## src/hdl/upd_pkg.sv

```systemverilog
`default_nettype none

package upd_pkg;

    localparam int QUEUE_DEPTH = 4;

    localparam logic [7:0] CH_PCT   = 8'h25;  // '%'
    localparam logic [7:0] CH_TWO   = 8'h32;  // '2'
    localparam logic [7:0] CH_FIVE  = 8'h35;  // '5'
    localparam logic [7:0] CH_LF    = 8'h0A;
    localparam logic [7:0] CODE_PCT = 8'h25;

    typedef enum logic [2:0] {
        PH_IDLE,
        PH_PCT,
        PH_HEX1,
        PH_AFTER25,
        PH_HELD2,
        PH_DROP
    } t_phase;

    // One decoded result
    typedef struct packed {
        logic [7:0] out_byte;
        logic       byte_valid;
        logic       decode_error;
        logic       last_of_string;
    } t_result;

    // Work for the back end from one accepted item: an optional held '2'
    // followed by an optional main result.
    typedef struct packed {
        logic    pre_two;
        logic    main_present;
        t_result main;
    } t_entry;

    // Bit 4 set: not a hex digit.
    function automatic logic [4:0] hex_value(input logic [7:0] b);
        logic [4:0] h;
        h = 5'h10;
        if (b >= 8'h30 && b <= 8'h39) begin
            h = {1'b0, b[3:0]};
        end else if ((b >= 8'h61 && b <= 8'h66) || (b >= 8'h41 && b <= 8'h46)) begin
            h = {1'b0, b[3:0] + 4'd9};
        end
        return h;
    endfunction

    function automatic logic code_ok(input logic [7:0] v);
        logic ok;
        ok = 1'b0;
        if (v == 8'h0A || v == 8'h0D) begin
            ok = 1'b1;
        end else if (v >= 8'h20 && v <= 8'h7E) begin
            ok = 1'b1;
        end else if (v[7]) begin
            ok = !(v == 8'h81 || v == 8'h8D || v == 8'h8F || v == 8'h90 ||
                   v == 8'h9D || v == 8'hAD || v == 8'hFE);
        end
        return ok;
    endfunction

    function automatic logic [7:0] code_map(input logic [7:0] v);
        return (v == 8'h0D) ? CH_LF : v;
    endfunction

endpackage

`default_nettype wire

```

## src/hdl/upd_front.sv

```systemverilog
`default_nettype none

// Escape tracker: classifies each accepted byte, builds queue entries.
module upd_front (
    input  wire logic            i_clk,
    input  wire logic            i_rst_n,
    input  wire logic            i_accept,
    input  wire logic [7:0]      i_in_byte,
    input  wire logic            i_end_of_string,
    output upd_pkg::t_entry      o_entry,
    output logic                 o_push
);

    upd_pkg::t_phase r_phase, n_phase;
    logic [3:0]      r_hex, n_hex;
    upd_pkg::t_entry ent;
    logic [4:0]      h;
    logic [7:0]      code;

    always_ff @(posedge i_clk) begin
        if (!i_rst_n) begin
            r_phase <= upd_pkg::PH_IDLE;
            r_hex   <= 4'd0;
        end else if (i_accept) begin
            r_phase <= n_phase;
            r_hex   <= n_hex;
        end
    end

    always_comb begin
        n_phase = r_phase;
        n_hex   = r_hex;
        h       = upd_pkg::hex_value(i_in_byte);
        code    = {r_hex, h[3:0]};
        ent     = '0;
        ent.main.last_of_string = i_end_of_string;

        case (r_phase)
            upd_pkg::PH_PCT: begin
                if (h[4] || i_end_of_string) begin
                    ent.main_present      = 1'b1;
                    ent.main.decode_error = 1'b1;
                    n_phase               = upd_pkg::PH_DROP;
                end else begin
                    n_hex   = h[3:0];
                    n_phase = upd_pkg::PH_HEX1;
                end
            end
            upd_pkg::PH_HEX1: begin
                ent.main_present = 1'b1;
                if (h[4]) begin
                    ent.main.decode_error = 1'b1;
                    n_phase               = upd_pkg::PH_DROP;
                end else if (code == upd_pkg::CODE_PCT) begin
                    ent.main.out_byte   = upd_pkg::CH_PCT;
                    ent.main.byte_valid = 1'b1;
                    n_phase             = upd_pkg::PH_AFTER25;
                end else if (upd_pkg::code_ok(code)) begin
                    ent.main.out_byte   = upd_pkg::code_map(code);
                    ent.main.byte_valid = 1'b1;
                    n_phase             = upd_pkg::PH_IDLE;
                end else begin
                    ent.main.decode_error = 1'b1;
                    n_phase               = upd_pkg::PH_DROP;
                end
            end
            upd_pkg::PH_DROP: begin
                // only the string's final byte leaves a marker
                ent.main_present      = i_end_of_string;
                ent.main.decode_error = 1'b1;
            end
            default: begin
                // idle, after %25, or a '2' held after %25
                if (r_phase == upd_pkg::PH_AFTER25 && i_in_byte == upd_pkg::CH_TWO) begin
                    if (i_end_of_string) begin
                        ent.main_present    = 1'b1;
                        ent.main.out_byte   = upd_pkg::CH_TWO;
                        ent.main.byte_valid = 1'b1;
                    end else begin
                        n_phase = upd_pkg::PH_HELD2;
                    end
                end else if (r_phase == upd_pkg::PH_HELD2 &&
                             i_in_byte == upd_pkg::CH_FIVE) begin
                    // dropped "25": marker only when the string ends here
                    ent.main_present = i_end_of_string;
                    n_phase          = upd_pkg::PH_AFTER25;
                end else begin
                    ent.pre_two = (r_phase == upd_pkg::PH_HELD2);
                    if (i_in_byte == upd_pkg::CH_PCT) begin
                        if (i_end_of_string) begin
                            ent.main_present      = 1'b1;
                            ent.main.decode_error = 1'b1;
                        end
                        n_phase = upd_pkg::PH_PCT;
                    end else begin
                        ent.main_present    = 1'b1;
                        ent.main.out_byte   = i_in_byte;
                        ent.main.byte_valid = 1'b1;
                        n_phase             = upd_pkg::PH_IDLE;
                    end
                end
            end
        endcase

        if (i_end_of_string) begin
            n_phase = upd_pkg::PH_IDLE;
            n_hex   = 4'd0;
        end
    end

    assign o_entry = ent;
    assign o_push  = i_accept && (ent.pre_two || ent.main_present);

endmodule

`default_nettype wire

```

## src/hdl/upd_queue.sv

```systemverilog
`default_nettype none

// Small FIFO of entries between front and back end.
module upd_queue #(
    parameter int DEPTH = upd_pkg::QUEUE_DEPTH
) (
    input  wire logic            i_clk,
    input  wire logic            i_rst_n,
    input  wire logic            i_push,
    input  wire upd_pkg::t_entry i_entry,
    input  wire logic            i_pop,
    output upd_pkg::t_entry      o_head,
    output logic                 o_empty,
    output logic                 o_full
);

    localparam int PW = (DEPTH > 1) ? $clog2(DEPTH) : 1;
    localparam int CW = $clog2(DEPTH + 1);
    localparam logic [PW-1:0] LAST_PTR = PW'(DEPTH - 1);
    localparam logic [CW-1:0] FULL_CNT = CW'(DEPTH);

    upd_pkg::t_entry r_mem [DEPTH];
    logic [PW-1:0]   r_wr, r_rd;
    logic [CW-1:0]   r_cnt;

    always_ff @(posedge i_clk) begin
        if (i_push) begin
            r_mem[r_wr] <= i_entry;
        end
    end

    always_ff @(posedge i_clk) begin
        if (!i_rst_n) begin
            r_wr  <= '0;
            r_rd  <= '0;
            r_cnt <= '0;
        end else begin
            if (i_push) begin
                r_wr <= (r_wr == LAST_PTR) ? '0 : r_wr + 1'b1;
            end
            if (i_pop) begin
                r_rd <= (r_rd == LAST_PTR) ? '0 : r_rd + 1'b1;
            end
            if (i_push && !i_pop) begin
                r_cnt <= r_cnt + 1'b1;
            end else if (!i_push && i_pop) begin
                r_cnt <= r_cnt - 1'b1;
            end
        end
    end

    assign o_head  = r_mem[r_rd];
    assign o_empty = (r_cnt == '0);
    assign o_full  = (r_cnt == FULL_CNT);

endmodule

`default_nettype wire

```

## src/hdl/upd_back.sv

```systemverilog
`default_nettype none

// Output stage: unpacks an entry into one or two results.
module upd_back (
    input  wire logic            i_clk,
    input  wire logic            i_rst_n,
    input  wire upd_pkg::t_entry i_head,
    input  wire logic            i_empty,
    output logic                 o_pop,
    input  wire logic            i_out_ready,
    output logic                 o_out_valid,
    output upd_pkg::t_result     o_result
);

    logic             r_valid;
    logic             r_sub;     // held '2' of head already sent
    upd_pkg::t_result r_res, n_res;
    logic             load, n_sub;

    assign load = !i_empty && (!r_valid || i_out_ready);

    always_comb begin
        n_res = i_head.main;
        n_sub = 1'b0;
        o_pop = load;
        if (i_head.pre_two && !r_sub) begin
            n_res = '{out_byte: upd_pkg::CH_TWO, byte_valid: 1'b1,
                      decode_error: 1'b0, last_of_string: 1'b0};
            if (i_head.main_present) begin
                n_sub = 1'b1;
                o_pop = 1'b0;
            end
        end
    end

    always_ff @(posedge i_clk) begin
        if (!i_rst_n) begin
            r_valid <= 1'b0;
            r_sub   <= 1'b0;
        end else if (load) begin
            r_valid <= 1'b1;
            r_sub   <= n_sub;
        end else if (i_out_ready) begin
            r_valid <= 1'b0;
        end
    end

    always_ff @(posedge i_clk) begin
        if (load) begin
            r_res <= n_res;
        end
    end

    assign o_out_valid = r_valid;
    assign o_result    = r_res;

endmodule

`default_nettype wire

```

## src/hdl/uri_percent_decoder_top.sv

```systemverilog
`default_nettype none

// Streaming URI percent-decoder. Bytes of a string enter one per item on
// the input channel, the final byte flagged by i_end_of_string. Literal
// bytes pass through; %XX (hex, either case) decodes to the byte when the
// code is accepted (0x20-0x7E, 0x80-0xFF except 81 8D 8F 90 9D AD FE, and
// 0A/0D both giving newline). After %25 the '%' is emitted and directly
// following literal "25" pairs are dropped. A bad hex digit, unknown code
// or truncated escape yields an error item (byte_valid 0, decode_error 1);
// the rest of that string is then dropped, with a closing marker on its
// last byte. Every string's final result carries o_last_of_string.
// Rate: one input item per clock while the queue has room. Each input
// item produces zero, one or two result items; the output port delivers
// one result per clock while i_out_ready is high, so strings that hold
// many "held '2'" cases (two results for one byte) are limited by the
// output side. An accepted item is written into the queue and then loaded
// into the output register before it is offered as a result.
module uri_percent_decoder_top #(
    parameter int QUEUE_DEPTH = upd_pkg::QUEUE_DEPTH
) (
    input  wire logic       i_clk,
    input  wire logic       i_rst_n,
    // input channel
    input  wire logic       i_in_valid,
    output logic            o_in_ready,
    input  wire logic [7:0] i_in_byte,
    input  wire logic       i_end_of_string,
    // output channel
    output logic            o_out_valid,
    input  wire logic       i_out_ready,
    output logic [7:0]      o_out_byte,
    output logic            o_byte_valid,
    output logic            o_decode_error,
    output logic            o_last_of_string
);

    upd_pkg::t_entry  entry, head;
    upd_pkg::t_result result;
    logic             push, pop, empty, full, accept;

    // Front end is ready whenever the queue has a free slot.
    assign o_in_ready = !full;
    assign accept     = i_in_valid && o_in_ready;

    // Front: escape state machine, classifies each byte.
    upd_front u_front (
        .i_clk           (i_clk),
        .i_rst_n         (i_rst_n),
        .i_accept        (accept),
        .i_in_byte       (i_in_byte),
        .i_end_of_string (i_end_of_string),
        .o_entry         (entry),
        .o_push          (push)
    );

    // Queue decouples the byte stream from output back-pressure.
    upd_queue #(
        .DEPTH (QUEUE_DEPTH)
    ) u_queue (
        .i_clk   (i_clk),
        .i_rst_n (i_rst_n),
        .i_push  (push),
        .i_entry (entry),
        .i_pop   (pop),
        .o_head  (head),
        .o_empty (empty),
        .o_full  (full)
    );

    // Back: registered output, splits two-result entries.
    upd_back u_back (
        .i_clk       (i_clk),
        .i_rst_n     (i_rst_n),
        .i_head      (head),
        .i_empty     (empty),
        .o_pop       (pop),
        .i_out_ready (i_out_ready),
        .o_out_valid (o_out_valid),
        .o_result    (result)
    );

    assign o_out_byte       = result.out_byte;
    assign o_byte_valid     = result.byte_valid;
    assign o_decode_error   = result.decode_error;
    assign o_last_of_string = result.last_of_string;

endmodule

`default_nettype wire
```

## config.mk

```make
export PLATFORM = sky130hd
export DESIGN_NAME = uri_percent_decoder_top
export DESIGN_NICKNAME = d
export VERILOG_FILES = /design/src/hdl/upd_pkg.sv /design/src/hdl/upd_front.sv /design/src/hdl/upd_queue.sv /design/src/hdl/upd_back.sv /design/src/hdl/uri_percent_decoder_top.sv
export SDC_FILE = /design/constraint.sdc
export NUM_CORES = 1
export LEC_CHECK = 0
export BUFFER_PORTS_ARGS = -buffer_cell sky130_fd_sc_hd__buf_2
export CORE_MARGIN = 5
export CORE_UTILIZATION = 60
export CTS_CLUSTER_DIAMETER = 120
export DETAILED_ROUTE_END_ITERATION = 10
export GPL_TIMING_DRIVEN = 0
export HOLD_SLACK_MARGIN = 0.1
export PLACE_DENSITY = 0.8
export SLEW_MARGIN = 40
export SYNTH_ARGS = -nofsm -noshare
export SYNTH_HDL_FRONTEND = slang
export SYNTH_HIERARCHICAL = 1
export SYNTH_SLANG_ARGS = --single-unit
```

## constraint.sdc

```tcl
create_clock -name i_clk -period 5.5 [get_ports i_clk]
set_input_delay 0.275 -clock i_clk [delete_from_list [all_inputs] [get_ports i_clk]]
set_output_delay 0.275 -clock i_clk [all_outputs]
set_load 0.01 [all_outputs]
```

=== Word level (Yosys, flattened, before mapping) ===
Memories as Yosys holds them, arrays and structs flattened. A register that Yosys moved wholly into a read port is not among the register bits.
Index checks and enable logic that the tools add are counted.

* Bits in registers: 27
* RAM bits: 52
* Output and inout bits: 13
* Logic and storage cells: 143
* Memories: 1

{| class="wikitable"
|+ Memories
! name !! depth !! width !! rd ports !! clocked after memory_dff !! wr ports !! line !! RTL
|-
| u_queue.r_mem || 4 || 13 || 1 || 1 || 1 || upd_queue.sv:22 || <nowiki>upd_pkg::t_entry r_mem [DEPTH];</nowiki>
|}

* Add/subtract/negate cells: 5
* Order comparisons: 8
* Equality and inequality tests: 23
* Muxes and demuxes: 57
* Reduce and logical (&&, ||, !) cells: 38

{| class="wikitable"
|+ Operators by type and width
! kind !! count
|-
| $eq 8x8->1 const B || 7
|-
| $mux 9 || 4
|-
| $eq 8x6->1 const B || 4
|-
| $mux 10 || 3
|-
| $mux 1 || 27
|-
| $mux 3 || 9
|-
| $le 8x7->1 const B || 3
|-
| $pmux 9 s2 || 1
|-
| $eq 8x4->1 const B || 2
|-
| $ge 8x6->1 const B || 2
|-
| $ge 8x7->1 const B || 2
|-
| $logic_and 1x1->1 || 12
|-
| $mux 4 || 3
|-
| $logic_or 1x1->1 || 11
|-
| $mux 5 || 2
|-
| $eq 3x3->1 const B || 3
|-
| $pmux 3 s3 || 1
|-
| $le 8x6->1 const B || 1
|-
| $mux 2 || 4
|-
| $mux 8 || 1
|-
| $logic_not 1->1 || 7
|-
| $eq 3x2->1 const B || 2
|-
| $pmux 1 s3 || 2
|-
| $reduce_bool 2->1 || 3
|-
| 12 further kinds || 15
|}

=== Logic depth before layout (Yosys ltp) ===
Gate-level depths: netlist of the first run.

* Word-level depth: 24
* Depth in mapped cells: 15

=== By module ===
The synthesis of the first run kept the hierarchy.

{| class="wikitable"
|+ By module, submodules not included
! module !! times used !! cells each !! area each (um^2)
|-
| upd_queue || 1 || 111 || 2,339.7
|-
| upd_front || 1 || 186 || 1,381.3
|-
| upd_back || 1 || 34 || 525.5
|-
| uri_percent_decoder_top || 1 || 2 || 10.0
|}

=== Worst setup path after synthesis of the first run ===
OpenSTA, ideal clock, no wires.

* Path kind: input to register
* Start: in i_in_byte[1]
* End: reg u_queue.r_cnt[2]
* Setup time: 76 ps
* Arrival time: 3,203 ps
* Data required time: 5,424 ps
* Setup slack: 2,221 ps
* Cell stages on the path: 15
* Buffers on the path: 1
* Cells stage by stage: clkbuf_2 > inv_1 > ha_1 > o21bai_2 > a21oi_4 > nor2_2 > a211oi_1 > o21ai_0 > o21a_1 > ha_1 > inv_1 > fa_1 > xor2_1 > or3_1 > a21boi_0

{| class="wikitable"
|+ RTL lines
! item !! line !! RTL
|-
| start: declaration || uri_percent_decoder_top.sv:26 || <nowiki>input wire logic [7:0] i_in_byte,</nowiki>
|-
| end signal: assignment || upd_queue.sv:45 || <nowiki>r_cnt <= r_cnt + 1'b1;</nowiki>
|-
| end signal: assignment || upd_queue.sv:47 || <nowiki>r_cnt <= r_cnt - 1'b1;</nowiki>
|-
| end: declaration || upd_queue.sv:24 || <nowiki>logic [CW-1:0] r_cnt;</nowiki>
|}

==> impl_metrics.yaml, run 1 <==
global_routing:
  grt_usage: 0.192
  grt_max_degree: 20
  grt_pass1_wl_um: 13000
  grt_overflow_total: 0
  antenna_found_initial: 0
  first_global_vias: 2665
final_layout:
  final_cells: 469
  diodes: 0
  drive_above_1_share: 0.220
  layout_common_cells: "63 x edfxtp_1, 25 x buf_2, 18 x dfxtp_1"
  layout_commonest_cell: "edfxtp_1"
  fin_nets: 392
  nFillCells: 510
  syn2layout_area_growth_pct: 9.82
timing:
  maxSlewHeadroom: 0.535
  period_share: 0.648
  report.final.slew_viol_count: 0
  period_minus_slack_ns: 3.56
  finalSetupViolations: 0
  fin_skew_ns: 0.00642
  hold_viol: 0
  setup-tns-final_ns: 0
  worst_slew_pin_slew_ns: 0.688
  fmax_mhz: 281
  rsz0062_at_grt: "false"
clock_tree:
  cts_setup_buffers: 0
  cts_tree: "yes"
  cts_sinks: 81
  clock_latency_ns: 0.34
  ctsLongestPathBuffers: 2
  clkTransAtPathRegs_ns: 0.08
  htreeDepth: 3
  holdBufCountCts: 0
  cts_resized: 0
  clk_root_buffer_cell: "clkbuf_8"
  numCtsBuffers: 9
setup_path:
  critPathMaxFanout: 9
  critPathLaunchType: "input port"
  startpoint: "i_in_byte[1]"
  crit_type: "input port to register"
  critPathArrivalTime_ns: 3.83
  slowest_delay_ns: 0.37
  r2r_start: "u_front/r_phase[2]"
  crit_required_ns: 5.77
  cp-end-kind: "register"
  reg2reg_setup_slack_ns: 2.34
  worst_r2r_endpoint: "u_queue/r_cnt[2]"
  worstPathCellList: "buf_2 > clkbuf_2 > inv_1 > ha_1 > o21bai_2 > a21oi_4 > nor2_2 > a211oi_1 > o21ai_0 > o21a_1 > ha_1 > inv_1 > fa_1 > xor2_1 > or3_1 > a21boi_0"
  crit_end: "u_queue/r_cnt[2]"
  ff2ff_path_depth: 12
  slowest_stage: "fa_1"
logic_synthesis:
  syn_inst: 333
  yosysSeqAreaShare: 0.529
  synthArstFlopShare: 0
  synth_cell_types: 79
  netlist_area_mm2: 0.00426
  syn-num-nets: 357
  ys_ff_latch: 81
  synth_edf_count: 63
  yosys_most_used_dff: "edfxtp_1"
  ys_warn_count: 6
  synth.avg_cell_area_um2: 12.8
  synth.area.top_cells: "edfxtp_1 44%, dfxtp_1 8.5%, mux4_2 5.3%"
  yosysTopAreaCell: "edfxtp_1"
  yosysTopAreaCellShare: 0.444
power:
  combPwrFrac: 0.284
  p_switching_uw: 503
  p_leak_uw: 0.00157
  switching_share: 0.299
  power_frac_clock: 0.227
  p_total_uw: 1680
  p_seq_frac: 0.489
  ir_worst_vdd_mv: 0.188
  internal-power_uw: 1180
  powerDensity_mw_per_mm2: 360
floorplanning:
  io_pins: 26
  rows: 30
  die_width_um: 94.2
  core-area_mm2: 0.00683
  die_area_mm2: 0.00888
  initial_core_util: 0.623
  die_h_um: 94.2
place:
  dp_cells: 453
  port_buffers: 24
  place.gp.congestion: 0.886
  dp_hpwl_um: 5870
route:
  wire_per_inst_um: 16.8
  wl_um: 7880
  drc: 0
  drt_pass1_iterations: 4
  vias_per_cell: 5.93
  final_antenna_net_count: 0
  first_iter_violations: 147
  num_vias: 2781
worst_hold_path:
  hp-class: "input port to register"
run_status:
  status: "complete, no violations"
job:
  max-cap-violations: 0
==> worst min path at each step <==
| stage | startpoint | end | slack [ns] | cells past startpoint |
|---|---|---|---|---|
| 2_1_floorplan | i_rst_n | u_queue/r_cnt[0] | 0.40 | 1 |
| 6_report | i_end_of_string | u_queue/r_mem[3][0] | 0.14 | 1 |
| 3_5_place_dp | u_back/r_sub | u_back/r_sub | 0.47 | 2 |
| 5_1_grt | i_end_of_string | u_queue/r_mem[0][0] | 0.12 | 1 |
| 3_3_place_gp | u_back/r_sub | u_back/r_sub | 0.46 | 2 |
| 4_1_cts | i_end_of_string | u_queue/r_mem[3][0] | 0.12 | 1 |
==> through the flow <==
step | instance area [µm²] | utilization | setup slack (ns) | hold WS [ns]
floorplan | 4260 | - | 2.22 | 0.397
global placement | 4500 | 0.658 | 1.70 | 0.458
detailed placement | 4500 | 0.658 | 1.64 | 0.468
CTS | 4670 | 0.684 | 1.99 | 0.124
global route | 4670 | 0.684 | 1.64 | 0.116
finish | 4670 | 0.684 | 1.94 | 0.143
==> metal layers <==
metal	up-vias	global-route usage	wire, µm
met5	-	0	0
met4	0	0.0614	55
met3	6	0.0361	356
met2	78	0.323	4040
met1	1337	0.251	3430
li1	1360	-	-
==> worst max-delay path: cells and delay by family <==
| family | cells | cell delay, ns |
|---|---|---|
| AOI/OAI and AO/OA | 6 | 1.37 |
| adders and majority gates | 3 | 0.90 |
| and+or+nand+nor | 2 | 0.60 |
| buffers and inverters | 4 | 0.53 |
| xor gates and xnor gates | 1 | 0.16 |
==> cell type report <==
cell class                      instances  area (µm²)  area share
Inverter                               12        45.0     0.00964
Buffer                                 12        92.6      0.0198
Timing Repair Buffer                   24         120      0.0257
Multi-Input combinational cell        228        1870       0.399
Clock buffer                            9         124      0.0265
Clock inverter                          7        53.8      0.0115
Tap cell                               96         120      0.0257
Sequential cell                        81        2250       0.482
==> logic make-up after synthesis <==
| logic type | count (synthesis) | synth area share |
|---|---|---|
| DFF | 81 | 0.529 |
| and+or+nand+nor | 110 | 0.159 |
| AOI/OAI and AO/OA | 85 | 0.154 |
| buffers and inverters | 24 | 0.0323 |
| muxes | 18 | 0.0832 |
| adders and majority gates | 11 | 0.0341 |
| xor gates and xnor gates | 4 | 0.00823 |
==> state kept, by name, indices dropped and copies added (netlist names), named ones only <==
signal	count
u_front/r_hex	4
u_front/r_phase	3
u_back/o_out_valid	1
u_queue/r_cnt	3
u_queue/r_rd	2
u_queue/r_wr	2
u_back/o_result	11
u_back/r_sub	1
u_queue/r_mem	52
==> power by group through the flow <==
stage | clock network [µW] | registers, µW | logic (µW)
floorplan | 0 | 852 | 338
global placement | 0 | 832 | 470
detailed placement | 0 | 838 | 485
CTS | 392 | 824 | 486
global route | 426 | 832 | 528
finish | 381 | 822 | 478
==> synthesized netlist by cell type (all sizes together) (8+ instances only) <==
cell and count:
a21oi 17, and2 17, buf 8, dfxtp 18, edfxtp 63, ha 10, inv 12, mux4 13
nand2 15, nand2b 13, nor2 12, nor2b 12, nor3 11, o21ai 18
Note: power is estimated with default switching activity, not from simulation.
==> inputs of run 2 (changes only) <==
Clock period 5.5 ns to 3.6 ns, I/O delays scaled along.
==> run 2 against run 1 <==
Net effect: clock-buffer cell count is the same; global-route usage grew 0.052 points; final cell count grew 0.21%; highest routed layer unchanged; setup slack lost 1.6 ns.
==> impl_metrics.yaml, run 2 (synthesis gave the netlist of run 1 again) <==
clock_tree:
  htreeDepth: 3
  numCtsBuffers: 9
  cts_sinks: 81
  cts_setup_buffers: 0
  clkTransAtPathRegs_ns: 0.08
  cts_tree: "yes"
  ctsLongestPathBuffers: 2
  clock_latency_ns: 0.34
  clk_root_buffer_cell: "clkbuf_8"
final_layout:
  layout_common_cells: "63 x edfxtp_1, 25 x buf_2, 18 x dfxtp_1"
  fin_nets: 393
  syn2layout_area_growth_pct: 10.3
  diodes: 0
  drive_above_1_share: 0.222
  regMostFlops: "u_queue/r_mem"
  largest_reg_flops: 52
  layout_commonest_cell: "edfxtp_1"
  fin_area_mm2: 0.00469
setup_path:
  critPathLaunchType: "input port"
  reg2reg_setup_slack_ns: 0.54
  crit_type: "input port to register"
  crit_required_ns: 3.87
  ff2ff_path_depth: 12
  r2r_start: "u_front/r_phase[2]"
  critPathMaxFanout: 9
  cp-end-kind: "register"
  worst_r2r_endpoint: "u_queue/r_cnt[2]"
  critPathArrivalTime_ns: 3.57
timing:
  hold_viol: 0
  period_minus_slack_ns: 3.31
  fin_skew_ns: 0.00808
  finalSetupViolations: 0
  setup-tns-final_ns: 0
  period_share: 0.918
  report.final.slew_viol_count: 0
  rsz0062_at_grt: "false"
  worst_slew_pin_slew_ns: 0.676
  whs_ns: 0.142
  maxSlewHeadroom: 0.543
  fmax_mhz: 302
route:
  drc: 0
  final_antenna_net_count: 0
  drt_pass1_iterations: 4
  first_iter_violations: 145
  wl_um: 7910
  wire_per_inst_um: 16.8
  vias_per_cell: 5.95
  num_vias: 2797
global_routing:
  grt_pass1_wl_um: 13000
  antenna_found_initial: 0
  grt_max_degree: 20
  grt_overflow_total: 0
  first_global_vias: 2672
  grt_usage: 0.193
floorplanning:
  initial_core_util: 0.623
  die_h_um: 94.2
  rows: 30
  die_width_um: 94.2
  core-area_mm2: 0.00683
  io_pins: 26
  die_area_mm2: 0.00888
place:
  dp_hpwl_um: 5870
  place.gp.congestion: 0.886
  dpl_cell_area_mm2: 0.00450
  port_buffers: 24
power:
  p_switching_uw: 774
  power_frac_clock: 0.227
  switching_share: 0.301
  ir_worst_vdd_mv: 0.288
  p_leak_uw: 0.00158
  internal-power_uw: 1800
  combPwrFrac: 0.285
  p_seq_frac: 0.488
  powerDensity_mw_per_mm2: 549
worst_hold_path:
  min_to: "u_back/o_out_valid"
  hp-class: "input port to register"
  hold_start: "i_out_ready"
  hold_path_depth: 3
job:
  max-cap-violations: 0
run_status:
  status: "complete, no violations"
==> run 2: cell count changes in the layout (fill, tap and decap cells not counted) <==
cell           change
dlygate4sd3_1      +1
o21bai_2           -1
o21a_1             -1
o21bai_4           +1
o21a_2             +1
==> run 2: area by class of cell <==
| cell class | instances | area [µm²] |
|---|---|---|
| clock buffers | 9 | 124 |
| plain buffers | 12 | 92.6 |
| well taps | 96 | 120 |
| inverters | 12 | 45.0 |
| clock inverters | 7 | 53.8 |
| repair buffers | 25 | 130 |
| multi-input cells | 228 | 1880 |
| fillers | 504 | 2140 |
| flip-flops and latches | 81 | 2250 |
==> run 2: worst max-delay path, stage by stage <==
cell and delay [ns]:
buf_2 0.10, clkbuf_2 0.23, inv_1 0.14, ha_1 0.31, o21bai_4 0.28, a21oi_4 0.14, nor2_2 0.30, a211oi_1 0.12
o21ai_0 0.23, o21a_2 0.30, ha_1 0.21, inv_1 0.06, fa_1 0.37, xor2_1 0.16, or3_1 0.30, a21boi_0 0.16
==> run 2: how the worst max path moves through the flow <==
stage	from	cells after the start	slack (ns)	to
final	i_in_byte[1]	16	0.29	u_queue/r_cnt[2]
after global placement	i_in_byte[1]	16	-0.10	u_queue/r_cnt[2]
after CTS	i_in_byte[1]	16	0.19	u_queue/r_cnt[2]
after global routing	i_in_byte[1]	16	0.01	u_queue/r_cnt[2]
after detailed placement	i_in_byte[1]	16	-0.16	u_queue/r_cnt[2]
after floorplan	i_in_byte[1]	15	0.42	u_queue/r_cnt[2]
==> run 2: what timing repair did <==
action / in CTS / in global routing
hold buffers: 1 / 0
resized for setup: 0 / 2
hold endpoints to repair: 4 / 0
setup endpoints to repair: 0 / 1
==> run 2: stage by stage <==
step	instances	util	total power (µW)	worst slack [ns]
floorplan	333	-	1820	0.416
global placement	453	0.658	1990	-0.101
detailed placement	453	0.658	2020	-0.162
CTS	470	0.686	2600	0.185
global route	470	0.687	2730	0.0124
finish	470	0.687	2580	0.294
==> run 2: metal layers <==
metal,global-route usage,wire length (µm)
met2,0.324,4060
met3,0.0361,295
met1,0.251,3490
met4,0.0614,61
met5,0,0
==> run 2: power groups by stage <==
stage                     registers, µW  logic, µW  clock network, µW
after floorplan                    1300        517                  0
after global placement             1270        717                  0
after detailed placement           1280        741                  0
after CTS                          1260        743                599
after global routing               1270        809                652
final                              1260        734                586
==> inputs of run 3 (changes only) <==
Settings changed: ABC_AREA set to 1, CTS_BUF_LIST set to sky130_fd_sc_hd__clkbuf_8, GPL_TIMING_DRIVEN 0 to unset.
==> run 3 against run 2 <==
Net effect: via count rose by 8.1%; clock skew fell by 0.00063 ns; routed wire length rose by 2.5%; synthesized cell count rose by 29%; register-to-register slack improved by 0.48 ns; critical path depth rose by 7; final area fell by 6.0%; synthesized area fell by 4.1%; non-clock buffer count fell by 11; clock-buffer cell count did not move; final cell count rose by 15%; maximum frequency rose by 23%.
==> impl_metrics.yaml, run 3 <==
route:
  vias_per_cell: 5.60
  wire_per_inst_um: 15.0
  drc: 0
  final_antenna_net_count: 0
  wl_um: 8110
  drt_pass1_iterations: 5
  first_iter_violations: 159
  num_vias: 3024
setup_path:
  crit_required_ns: 3.84
  cp-end-kind: "register"
  critPathArrivalTime_ns: 2.94
  critPathLaunchType: "input port"
  critPathMaxFanout: 11
  path_common_cell: "inv_1"
  path_delay_family: "adder cells"
  worstPathCellList: "buf_2 > inv_1 > ha_1 > o21ai_2 > nand2_4 > nand2_4 > nand2_4 > inv_1 > nor2_1 > inv_1 > nor2_1 > inv_1 > nand3_1 > a21oi_1 > ha_1 > inv_1 > fa_1 > inv_1 > nand2_1 > nand3_1 > nand2_1 > inv_1 > nor2_1"
  cp_num_buf_inv: 8
  slowest_stage: "fa_1"
  crit_type: "input port to register"
  slowest_delay_ns: 0.39
clock_tree:
  ctsLongestPathBuffers: 2
  holdBufCountCts: 0
  cts_resized: 0
  clock_latency_ns: 0.34
  cts_tree: "yes"
  clkTransAtPathRegs_ns: 0.08
  numCtsBuffers: 9
  cts_sinks: 81
  clk_root_buffer_cell: "clkbuf_8"
  cts_setup_buffers: 0
  htreeDepth: 3
timing:
  setup-tns-final_ns: 0
  finalSetupViolations: 0
  period_share: 0.748
  worst_slew_pin_slew_ns: 0.793
  rsz0062_at_grt: "false"
  fmax_mhz: 371
  hold_viol: 0
  maxSlewHeadroom: 0.464
  fin_skew_ns: 0.00746
  period_minus_slack_ns: 2.69
  final.setup.worst_slack_ns: 0.907
  report.final.slew_viol_count: 0
logic_synthesis:
  syn-num-nets: 452
  yosysSeqAreaShare: 0.552
  synth_edf_count: 63
  synth.most_common_cell: "edfxtp_1"
  yosysTopAreaCell: "edfxtp_1"
  synthArstFlopShare: 0
  netlist_area_mm2: 0.00408
  yosys_most_used_dff: "edfxtp_1"
  netlist_top_cells_count: "63 x edfxtp_1, 62 x inv_1, 62 x nor2_1, 50 x nand2_1, 25 x o21ai_0"
  yosysTopAreaCellShare: 0.463
  syn_inst: 428
  synth_cell_types: 39
  synth.area.top_cells: "edfxtp_1 46%, dfxtp_1 8.8%, inv_1 5.7%"
  ys_warn_count: 6
  ys_ff_latch: 81
  synth.avg_cell_area_um2: 9.54
place:
  place.gp.congestion: 0.939
  port_buffers: 25
  dp_hpwl_um: 5860
  dp_slack_ns: 0.598
final_layout:
  drive_above_1_share: 0.157
  layout_common_cells: "63 x edfxtp_1, 62 x inv_1, 62 x nor2_1, 50 x nand2_1"
  largest_reg_flops: 52
  syn2layout_area_growth_pct: 8.09
  diodes: 0
  layout_commonest_cell: "edfxtp_1"
  fin_nets: 479
  regMostFlops: "u_queue/r_mem"
floorplanning:
  die_width_um: 92.5
  io_pins: 26
  core-area_mm2: 0.00672
  die_area_mm2: 0.00855
  initial_core_util: 0.608
  die_h_um: 92.5
  rows: 30
global_routing:
  grt_overflow_total: 0
  grt_max_degree: 28
  antenna_found_initial: 0
  first_global_vias: 2955
  grt_pass1_wl_um: 13400
  grt_usage: 0.201
power:
  p_leak_uw: 0.00180
  ir_worst_vdd_mv: 0.223
  powerDensity_mw_per_mm2: 625
run_status:
  status: "complete, no violations"
worst_hold_path:
  hp-class: "input port to register"
job:
  max-cap-violations: 0
-- run 3: layer usage --
metal / share of wire / GRT usage / routed length [µm]
met1: 0.43 / 0.243 / 3480
met2: 0.50 / 0.335 / 4040
met3: 0.044 / 0.0390 / 358
met4: 0.029 / 0.115 / 232
met5: 0 / 0 / 0
-- run 3: cell type report --
type,count,area (µm²)
Clock buffer,9,124
Clock inverter,7,85.1
Fill cell,530,2310
Inverter,67,259
Multi-Input combinational cell,270,1460
Sequential cell,81,2250
Tap cell,80,100
Timing Repair Buffer,26,133
-- run 3: cells by family after synthesis --
kind of cell,Yosys count,share of synthesized area
xor+xnor,2,0.00429
flops,81,0.552
simple gates,178,0.204
fa+ha+maj,11,0.0356
buf+inv,77,0.0910
compound gates,79,0.113
-- run 3: tightest hold or removal path, cell delays in order --
cell and delay (ns):
buf_2 0.16, nand2_1 0.08, nor2_1 0.03
-- run 3: report_power, final --
group	switching (µW)	internal, µW
sequential	97.6	1210
combinational	498	259
clock	309	383
-- run 3: final timing paths --
kind	startpoint	endpoint	slack (ns)	cells past startpoint
worst min-delay path	i_rst_n	u_back/r_sub	0.14	3
worst max register to register	register	u_queue/r_cnt[1]	1.02	12
worst max-delay path	i_in_byte[0]	u_queue/r_cnt[2]	0.91	23
worst min register to register	u_front/r_phase[1]	u_front/r_phase[1]	0.49	2
-- run 3: stage by stage --
step                      instances   util  instance area, µm²  hold WS, ns  total power [µW]
after floorplan                 428      -                4080        0.300              1920
after global placement          524  0.626                4200        0.465              2040
after detailed placement        524  0.626                4200        0.474              2080
after CTS                       540  0.657                4410        0.127              2770
after global routing            540  0.657                4410        0.130              2920
final                           540  0.657                4410        0.137              2760
